[src/rtl/core/hrs_pkg.sv]
// Shared types, constants and the generator step for the hexagon rejection sampler.
// Used by hrs_ctrl, hrs_dp, hrs_mul and the testbench. No dependencies.
package hrs_pkg;

  // splitmix64 constants
  localparam logic [63:0] MIX_ADD    = 64'h9e37_79b9_7f4a_7c15;
  localparam logic [63:0] MIX_MUL1   = 64'hbf58_476d_1ce4_e5b9;
  localparam logic [63:0] MIX_MUL2   = 64'h94d0_49bb_1331_11eb;

  // sqrt(3)/2 in unsigned Q0.64, rounded to nearest
  localparam logic [63:0] Y_SCALE_K  = 64'hDDB3_D742_C265_539E;

  // generator word B after reset: splitmix64 of zero
  localparam logic [63:0] WORD_B_RST = 64'he220_a839_7b1d_cdaf;

  // 1.0 in Q1.52, as a 53-bit offset
  localparam logic [52:0] ONE_Q52    = 53'h10_0000_0000_0000;

  // rounding constant 2^63 for the high half of a 128-bit product
  localparam logic [127:0] ROUND_HALF = {64'h0, 64'h8000_0000_0000_0000};

  // input item actions
  typedef enum logic {
    ACT_RESEED = 1'b0,
    ACT_DRAW   = 1'b1
  } action_e;

  // operand selection for the shared multiplier
  typedef enum logic [1:0] {
    MUL_MIX1,
    MUL_MIX2,
    MUL_YSCALE
  } mul_sel_e;

  // controller to datapath commands
  typedef struct packed {
    logic     load_seed;
    logic     mul_start;
    mul_sel_e mul_sel;
    logic     store_b;
    logic     gen_step;
    logic     load_out;
  } dp_cmd_t;

  // datapath to controller status
  typedef struct packed {
    logic mul_done;
    logic accept;
    logic out_free;
  } dp_status_t;

  // one xorshift128+ step
  typedef struct packed {
    logic [63:0] a;
    logic [63:0] b;
    logic [63:0] r;
  } gen_t;

  function automatic gen_t gen_next(input logic [63:0] a, input logic [63:0] b);
    gen_t        g;
    logic [63:0] s1;
    s1  = a ^ (a << 23);
    g.r = a + b;
    g.a = b;
    g.b = s1 ^ b ^ (s1 >> 18) ^ (b >> 5);
    return g;
  endfunction

endpackage

[src/rtl/core/hrs_mul.sv]
// Sequential 64x64 multiplier built from four 32x32 partial products.
// Depends on hrs_pkg (rounding constant).
module hrs_mul (
  input  logic          clk_i,
  input  logic          rst_ni,
  input  logic          start_i,
  input  logic          round_i,
  input  logic [63:0]   a_i,
  input  logic [63:0]   b_i,
  output logic          done_o,
  output logic [127:0]  prod_o
);

  logic [63:0]  a_q, b_q;
  logic         busy_q, pp_v_q, pp_last_q, done_q;
  logic [1:0]   cnt_q, pp_idx_q;
  logic [63:0]  pp_q, pp_d;
  logic [127:0] acc_q, pp_ext;
  logic [31:0]  op_a, op_b;

  // partial product select: step 0 lo*lo, 1 lo*hi, 2 hi*lo, 3 hi*hi
  assign op_a = cnt_q[1] ? a_q[63:32] : a_q[31:0];
  assign op_b = cnt_q[0] ? b_q[63:32] : b_q[31:0];
  assign pp_d = {32'h0, op_a} * {32'h0, op_b};

  // align the registered partial product
  always_comb begin
    case (pp_idx_q)
      2'd0:    pp_ext = {64'h0, pp_q};
      2'd3:    pp_ext = {pp_q, 64'h0};
      default: pp_ext = {32'h0, pp_q, 32'h0};
    endcase
  end

  // sequencing control
  always_ff @(posedge clk_i or negedge rst_ni) begin
    if (!rst_ni) begin
      busy_q    <= 1'b0;
      cnt_q     <= 2'd0;
      pp_v_q    <= 1'b0;
      pp_last_q <= 1'b0;
      done_q    <= 1'b0;
    end else begin
      pp_v_q    <= busy_q;
      pp_last_q <= busy_q && (cnt_q == 2'd3);
      done_q    <= pp_v_q && pp_last_q;
      if (start_i) begin
        busy_q <= 1'b1;
        cnt_q  <= 2'd0;
      end else if (busy_q) begin
        cnt_q <= cnt_q + 2'd1;
        if (cnt_q == 2'd3) begin
          busy_q <= 1'b0;
        end
      end
    end
  end

  // operands, products and accumulator
  always_ff @(posedge clk_i) begin
    if (start_i) begin
      a_q   <= a_i;
      b_q   <= b_i;
      acc_q <= round_i ? hrs_pkg::ROUND_HALF : 128'h0;
    end else if (pp_v_q) begin
      acc_q <= acc_q + pp_ext;
    end
    if (busy_q) begin
      pp_q     <= pp_d;
      pp_idx_q <= cnt_q;
    end
  end

  assign done_o = done_q;
  assign prod_o = acc_q;

endmodule

[src/rtl/core/hrs_dp.sv]
// Datapath: generator state, seed mixing, rejection test, y scaling, output register.
// Depends on hrs_pkg and hrs_mul.
module hrs_dp (
  input  logic                clk_i,
  input  logic                rst_ni,
  input  hrs_pkg::dp_cmd_t    cmd_i,
  output hrs_pkg::dp_status_t status_o,
  input  logic [63:0]         seed_i,
  input  logic                out_ready_i,
  output logic                out_valid_o,
  output logic signed [52:0]  x_pos_o,
  output logic signed [52:0]  y_pos_o
);

  logic [63:0]  word_a_q, word_b_q, z_q;
  logic [52:0]  ux_q, uy_q;
  logic [52:0]  x_q, y_q;
  logic         out_valid_q;
  hrs_pkg::gen_t g1, g2;
  logic         xneg, yneg, accept;
  logic [52:0]  mx, my, ym, lim_half;
  logic [53:0]  lim;
  logic [63:0]  mul_a, mul_b, p_lo;
  logic         mul_round, mul_done;
  logic [127:0] prod;

  // two chained generator steps per attempt
  assign g1 = hrs_pkg::gen_next(word_a_q, word_b_q);
  assign g2 = hrs_pkg::gen_next(g1.a, g1.b);

  // rejection test in exact integers
  assign xneg     = ux_q < hrs_pkg::ONE_Q52;
  assign yneg     = uy_q < hrs_pkg::ONE_Q52;
  assign mx       = xneg ? (hrs_pkg::ONE_Q52 - ux_q) : (ux_q - hrs_pkg::ONE_Q52);
  assign my       = yneg ? (hrs_pkg::ONE_Q52 - uy_q) : (uy_q - hrs_pkg::ONE_Q52);
  assign lim_half = hrs_pkg::ONE_Q52 - mx;
  assign lim      = {lim_half, 1'b0};
  assign accept   = {1'b0, my} <= lim;

  // multiplier operand select
  assign p_lo = prod[63:0];
  always_comb begin
    case (cmd_i.mul_sel)
      hrs_pkg::MUL_MIX2: begin
        mul_a     = p_lo ^ (p_lo >> 27);
        mul_b     = hrs_pkg::MIX_MUL2;
        mul_round = 1'b0;
      end
      hrs_pkg::MUL_YSCALE: begin
        mul_a     = {11'h0, my};
        mul_b     = hrs_pkg::Y_SCALE_K;
        mul_round = 1'b1;
      end
      default: begin
        mul_a     = z_q ^ (z_q >> 30);
        mul_b     = hrs_pkg::MIX_MUL1;
        mul_round = 1'b0;
      end
    endcase
  end

  hrs_mul u_mul (
    .clk_i   (clk_i),
    .rst_ni  (rst_ni),
    .start_i (cmd_i.mul_start),
    .round_i (mul_round),
    .a_i     (mul_a),
    .b_i     (mul_b),
    .done_o  (mul_done),
    .prod_o  (prod)
  );

  assign ym = prod[116:64];

  // generator state
  always_ff @(posedge clk_i or negedge rst_ni) begin
    if (!rst_ni) begin
      word_a_q <= 64'h0;
      word_b_q <= hrs_pkg::WORD_B_RST;
    end else if (cmd_i.load_seed) begin
      word_a_q <= seed_i;
    end else if (cmd_i.store_b) begin
      word_b_q <= p_lo ^ (p_lo >> 31);
    end else if (cmd_i.gen_step) begin
      word_a_q <= g2.a;
      word_b_q <= g2.b;
    end
  end

  // working registers and result payload
  always_ff @(posedge clk_i) begin
    if (cmd_i.load_seed) begin
      z_q <= seed_i + hrs_pkg::MIX_ADD;
    end
    if (cmd_i.gen_step) begin
      ux_q <= g1.r[63:11];
      uy_q <= g2.r[63:11];
    end
    if (cmd_i.load_out) begin
      x_q <= ux_q - hrs_pkg::ONE_Q52;
      y_q <= yneg ? (53'h0 - ym) : ym;
    end
  end

  // output valid
  always_ff @(posedge clk_i or negedge rst_ni) begin
    if (!rst_ni) begin
      out_valid_q <= 1'b0;
    end else if (cmd_i.load_out) begin
      out_valid_q <= 1'b1;
    end else if (out_ready_i) begin
      out_valid_q <= 1'b0;
    end
  end

  assign status_o.mul_done = mul_done;
  assign status_o.accept   = accept;
  assign status_o.out_free = !out_valid_q || out_ready_i;

  assign out_valid_o = out_valid_q;
  assign x_pos_o     = x_q;
  assign y_pos_o     = y_q;

endmodule

[src/rtl/core/hrs_ctrl.sv]
// Controller state machine: sequences reseed mixing and draw attempts.
// Depends on hrs_pkg (command and status types, action codes).
module hrs_ctrl (
  input  logic                clk_i,
  input  logic                rst_ni,
  input  logic                in_valid_i,
  input  logic                action_i,
  output logic                in_ready_o,
  input  hrs_pkg::dp_status_t status_i,
  output hrs_pkg::dp_cmd_t    cmd_o
);

  localparam logic [3:0] S_IDLE      = 4'd0;
  localparam logic [3:0] S_MIX1      = 4'd1;
  localparam logic [3:0] S_MIX1_WAIT = 4'd2;
  localparam logic [3:0] S_MIX2      = 4'd3;
  localparam logic [3:0] S_MIX2_WAIT = 4'd4;
  localparam logic [3:0] S_GEN       = 4'd5;
  localparam logic [3:0] S_TEST      = 4'd6;
  localparam logic [3:0] S_YWAIT     = 4'd7;
  localparam logic [3:0] S_DONE      = 4'd8;

  logic [3:0] state_q, state_d;

  // next state and commands
  always_comb begin
    state_d       = state_q;
    cmd_o         = '0;
    cmd_o.mul_sel = hrs_pkg::MUL_MIX1;
    in_ready_o    = 1'b0;
    case (state_q)
      S_IDLE: begin
        in_ready_o = 1'b1;
        if (in_valid_i) begin
          if (action_i == hrs_pkg::ACT_RESEED) begin
            cmd_o.load_seed = 1'b1;
            state_d         = S_MIX1;
          end else begin
            state_d = S_GEN;
          end
        end
      end
      S_MIX1: begin
        cmd_o.mul_start = 1'b1;
        cmd_o.mul_sel   = hrs_pkg::MUL_MIX1;
        state_d         = S_MIX1_WAIT;
      end
      S_MIX1_WAIT: begin
        if (status_i.mul_done) begin
          state_d = S_MIX2;
        end
      end
      S_MIX2: begin
        cmd_o.mul_start = 1'b1;
        cmd_o.mul_sel   = hrs_pkg::MUL_MIX2;
        state_d         = S_MIX2_WAIT;
      end
      S_MIX2_WAIT: begin
        if (status_i.mul_done) begin
          cmd_o.store_b = 1'b1;
          state_d       = S_IDLE;
        end
      end
      S_GEN: begin
        cmd_o.gen_step = 1'b1;
        state_d        = S_TEST;
      end
      S_TEST: begin
        if (status_i.accept) begin
          cmd_o.mul_start = 1'b1;
          cmd_o.mul_sel   = hrs_pkg::MUL_YSCALE;
          state_d         = S_YWAIT;
        end else begin
          state_d = S_GEN;
        end
      end
      S_YWAIT: begin
        if (status_i.mul_done) begin
          state_d = S_DONE;
        end
      end
      S_DONE: begin
        if (status_i.out_free) begin
          cmd_o.load_out = 1'b1;
          state_d        = S_IDLE;
        end
      end
      default: begin
        state_d = S_IDLE;
      end
    endcase
  end

  // state register
  always_ff @(posedge clk_i or negedge rst_ni) begin
    if (!rst_ni) begin
      state_q <= S_IDLE;
    end else begin
      state_q <= state_d;
    end
  end

endmodule

[src/rtl/core/hexagon_rejection_sampler_core.sv]
// Hexagon rejection sampler: xorshift128+ generator with rejection from the square.
// Top level; depends on hrs_pkg, hrs_ctrl, hrs_dp (which holds hrs_mul).
//
// Usage:
//   Input channel (in_valid_i/in_ready_o) carries action_i and seed_i.
//   action_i = 0 reseeds: word A takes seed_i, word B takes splitmix64(seed_i).
//   A reseed gives no result; the next input transfer waits for two passes
//   through the shared four-step 32x32 multiplier.
//   action_i = 1 draws one point; the result transfer on the output channel
//   (out_valid_o/out_ready_i) carries x_pos_o and y_pos_o in signed Q1.52.
//   Each attempt runs two chained generator steps, then the test; about 1.33
//   attempts are needed on average. The y scaling by sqrt(3)/2 then waits on
//   the multiplier, and the output register is loaded once it is free; only
//   then can the next input transfer come.
//   One item is worked on at a time.
//   After reset the generator holds the state of seed zero and the output
//   register is empty. A stalled receiver holds the finished result in the
//   output register; the block keeps taking items, and a later draw waits only
//   when its own result is ready and the register is still full.
module hexagon_rejection_sampler_core (
  input  logic               clk_i,
  input  logic               rst_ni,
  input  logic               in_valid_i,
  output logic               in_ready_o,
  input  logic               action_i,
  input  logic [63:0]        seed_i,
  output logic               out_valid_o,
  input  logic               out_ready_i,
  output logic signed [52:0] x_pos_o,
  output logic signed [52:0] y_pos_o
);

  hrs_pkg::dp_cmd_t    cmd;
  hrs_pkg::dp_status_t status;

  hrs_ctrl u_ctrl (
    .clk_i      (clk_i),
    .rst_ni     (rst_ni),
    .in_valid_i (in_valid_i),
    .action_i   (action_i),
    .in_ready_o (in_ready_o),
    .status_i   (status),
    .cmd_o      (cmd)
  );

  hrs_dp u_dp (
    .clk_i       (clk_i),
    .rst_ni      (rst_ni),
    .cmd_i       (cmd),
    .status_o    (status),
    .seed_i      (seed_i),
    .out_ready_i (out_ready_i),
    .out_valid_o (out_valid_o),
    .x_pos_o     (x_pos_o),
    .y_pos_o     (y_pos_o)
  );

endmodule

[config.mk]
export PLATFORM = sky130hd
export DESIGN_NAME = hexagon_rejection_sampler_core
export DESIGN_NICKNAME = d
export VERILOG_FILES = /design/src/rtl/core/hrs_pkg.sv /design/src/rtl/core/hrs_mul.sv /design/src/rtl/core/hrs_dp.sv /design/src/rtl/core/hrs_ctrl.sv /design/src/rtl/core/hexagon_rejection_sampler_core.sv
export SDC_FILE = /design/constraint.sdc
export NUM_CORES = 2
export LEC_CHECK = 0
export BUFFER_PORTS_ARGS = -buffer_cell sky130_fd_sc_hd__buf_2
export CORE_MARGIN = 3
export CORE_UTILIZATION = 45
export DETAILED_ROUTE_END_ITERATION = 6
export GPL_ROUTABILITY_DRIVEN = 0
export PLACE_DENSITY = 0.71
export SLEW_MARGIN = 40
export SYNTH_ARGS = -nofsm -noshare
export SYNTH_HDL_FRONTEND = slang
export SYNTH_SLANG_ARGS = --single-unit
[constraint.sdc]
create_clock -name clk_i -period 12.3 [get_ports clk_i]
set_input_delay 0.615 -clock clk_i [delete_from_list [all_inputs] [get_ports clk_i]]
set_output_delay 0.615 -clock clk_i [all_outputs]
set_load 0.02 [all_outputs]
==> run_results.csv <==
group,metric,value,unit
run_status,run_status,"complete, but fails checks",
run_status,violations,"design-rule violations",
logic_synthesis,yosysSeqAreaShare,24.00,%
global_routing,grt_pass1_wl,431.2,mm
die,ios,177,
sta,worstMarginPinSlew,1.220,ns
sta,rsz0062_at_grt,"no",
global_routing,antenna_found_initial,31,
sta,maxSlewHeadroom,18.66,%
cts,clk-insertion-delay-late,0.68,ns
sta,finalSetupTns,0,ns
logic_synthesis,ys_ff_latch,668,
sta,maxSlewViolCount,0,
setup_path,critPathMostFrequentCell,"fa_1",
logic_synthesis,syn-num-nets,10214,
logic_synthesis,synthDistinctLibCells,100,
logic_synthesis,synth_edf_count,529,
setup_path,crit_path_end_kind,"flip-flop",
detailed_routing,avgRoutedWirePerCell,26.82,um
layout,final_util,48.81,%
logic_synthesis,synth.yosys.warnings,0,
logic_synthesis,yosys-top-cells-area,"fa_1, edfxtp_1, ha_1",
hold_path,min_from,"seed_i[21]",
cts,cts_tree,"yes",
die,dieHeight,429.9,um
logic_synthesis,synth_top_area_cell,"fa_1",
sta,fin_skew,0.04075,ns
layout,final_layout_size_suffix_gt1_share,6.876,%
global_routing,grt_pass1_vias,66082,
setup_path,slowest_delay,0.80,ns
logic_synthesis,synth.avg_cell_area,9.316,sq um
layout,area_growth,7.124,%
die,core_area,177500,sq um
detailed_routing,ant_nets,0,
sta,clock.fmax,96.32,MHz
logic_synthesis,async_flop_share,20.81,%
die,die_w,429.9,um
cts,clockRootBuffer,"clkbuf_16",
detailed_routing,drt_iter0_markers,8916,
setup_path,slowest_stage,"clkinv_1",
setup_path,arrival,10.81,ns
run,cap_violations,0,
layout,nFillCells,16222,
setup_path,required,12.73,ns
cts,cts-htree-levels,3,
sta,period_needed,10.38,ns
detailed_routing,totalWireLength,296.8,mm
sta,period_share,84.40,%
place,port_buffers,176,
logic_synthesis,netlist_area,80860,sq um
cts,postCtsResizedCells,0,
detailed_routing,drc,47,
detailed_routing,drt-pass1-iter-count,7,
setup_path,reg2regPathDepth,28,
setup_path,crit_type,"reg2reg",
cts,numCtsBuffers,71,
sta,setup_viol,0,
setup_path,path_max_fanout,21,
global_routing,grt_max_degree,130,
layout,mostFrequentLayoutCell,"inv_1",
layout,nets,10172,
place,hpwlAfterDp,236.7,mm
global_routing,track_usage,31.34,%
layout,final_cell_mix,"inv_1, fa_1, nor2_1",
die,rows,154,
detailed_routing,vias_per_cell,6.123,
logic_synthesis,yosys_most_used_dff,"edfxtp_1",
hold_path,min_path_cells,3,
setup_path,reg2reg_from,"u_dp.u_mul.cnt_q[1]$_DFFE_PN0P_",
hold_path,hold_path.class,"in2reg",
cts,cts_max_path_buffers,3,
logic_synthesis,syn_inst,8680,
die,fp.dieArea,184800,sq um
die,initial_core_util,45.57,%
detailed_routing,vias,67748,
logic_synthesis,netlist.area_leader.share,22.21,%
cts,cts.clk_slew.worst_paths,0.07,ns
global_routing,grt-ovfl-total,0,
setup_path,worst_setup_path_start_kind,"flip-flop",
setup_path,r2r_setup_slack,1.92,ns
hold_path,hold_end,"u_dp.word_a_q[21]$_DFFE_PN0P_",
setup_path,r2r_end,"u_dp.u_mul.pp_q[63]$_DFFE_PP_",
cts,clkSinkCount,668,
sta,hold_violations,0,
-- repair_timing --
item | 4_1_cts | 5_1_grt
hold buffers | 1 | 0
hold endpoints to repair | 23 | 0
setup buffers | 0 | 0
-- per-layer routing --
| metal | vias up | part of all wire [%] | track usage, % |
|---|---|---|---|
| met2 | 5186 | 40 | 43.52 |
| li1 | 28704 | - | - |
| met4 | 16 | 7.8 | 19.14 |
| met3 | 1123 | 16 | 11.98 |
| met5 | - | 0.035 | 0 |
| met1 | 32719 | 37 | 41.09 |
-- cell families after synthesis --
family	count (synthesis)	synth area share, %
muxes	49	0.6452
and+or+nand+nor	2461	14.39
DFF	668	24.00
adders and majority gates	1465	31.00
buffers and inverters	1541	7.297
xor gates and xnor gates	986	10.68
AOI/OAI and AO/OA	1510	12.00
-- per-stage QoR --
stage	cell area [sq um]	std cells	worst slack [ns]	hold slack [ns]
2_1_floorplan	80860	8680	3.575	0.3194
3_5_place_dp	83970	10897	1.757	0.4931
5_1_grt	86580	11046	1.548	0.2349
3_3_place_gp	83870	10893	1.841	0.4948
4_1_cts	86460	11030	1.753	0.2132
6_report	86620	11064	1.918	0.2364
-- how the worst max path moves through the flow --
stage                                               start  slack [ns]  cells after the start                       endpoint
after global routing      u_dp.u_mul.cnt_q[1]$_DFFE_PN0P_        1.55                     28  u_dp.u_mul.pp_q[63]$_DFFE_PP_
after CTS                 u_dp.u_mul.cnt_q[1]$_DFFE_PN0P_        1.75                     28  u_dp.u_mul.pp_q[63]$_DFFE_PP_
after detailed placement  u_dp.u_mul.cnt_q[1]$_DFFE_PN0P_        1.76                     28  u_dp.u_mul.pp_q[63]$_DFFE_PP_
after global placement    u_dp.u_mul.cnt_q[1]$_DFFE_PN0P_        1.84                     28  u_dp.u_mul.pp_q[63]$_DFFE_PP_
after floorplan           u_dp.u_mul.cnt_q[1]$_DFFE_PN0P_        3.57                     28  u_dp.u_mul.pp_q[63]$_DFFE_PP_
final                     u_dp.u_mul.cnt_q[1]$_DFFE_PN0P_        1.92                     28  u_dp.u_mul.pp_q[63]$_DFFE_PP_
-- final cells by class --
class	instances	area, sq um	area share, %
Multi-Input combinational cell	6471	55740	64.35
Sequential cell	668	19410	22.41
Inverter	1155	4353	5.025
Tap cell	2340	2928	3.380
Clock buffer	91	1997	2.305
Timing Repair Buffer	271	1649	1.904
Clock inverter	41	479.2	0.5532
Antenna cell	27	67.56	0.07800
-- worst max-delay path: cells and delay by family (launching register included) --
family / cells / cell delay [ns]
DFF: 1 / 0.70
adders and majority gates: 9 / 4.44
muxes: 1 / 0.71
AOI/OAI and AO/OA: 9 / 2.09
xor gates and xnor gates: 1 / 0.11
buffers and inverters: 4 / 1.19
and+or+nand+nor: 4 / 0.92
-- cell usage after synthesis, drive strengths merged (87+ instances only) --
cell,number
a21o,182
a21oi,482
and2,140
clkbuf,332
dfrtp,106
edfxtp,529
fa,897
ha,568
inv,1150
nand2,798
nand3,112
nand4,87
nor2,871
nor3,147
o21ai,283
xnor2,657
xor2,329
-- state kept, by name (all words and copies together) (netlist names) --
name	cells
u_dp.u_mul.pp_v_q	1
u_dp.u_mul.pp_idx_q	2
u_dp.u_mul.busy_q	1
u_dp.u_mul.a_q	64
u_dp.y_pos_o	53
u_dp.u_mul.prod_o	117
u_dp.out_valid_o	1
u_dp.ux_q	53
u_dp.u_mul.cnt_q	2
u_dp.uy_q	53
u_dp.x_pos_o	53
u_dp.u_mul.done_o	1
u_dp.u_mul.pp_last_q	1
u_dp.u_mul.pp_q	64
u_dp.u_mul.b_q	6
u_dp.word_b_q	64
u_ctrl.state_q	4
u_dp.z_q	64
u_dp.word_a_q	64
Power is not shown: default switching activity piles up to over one toggle a cycle in this logic, so the estimate is an artifact.
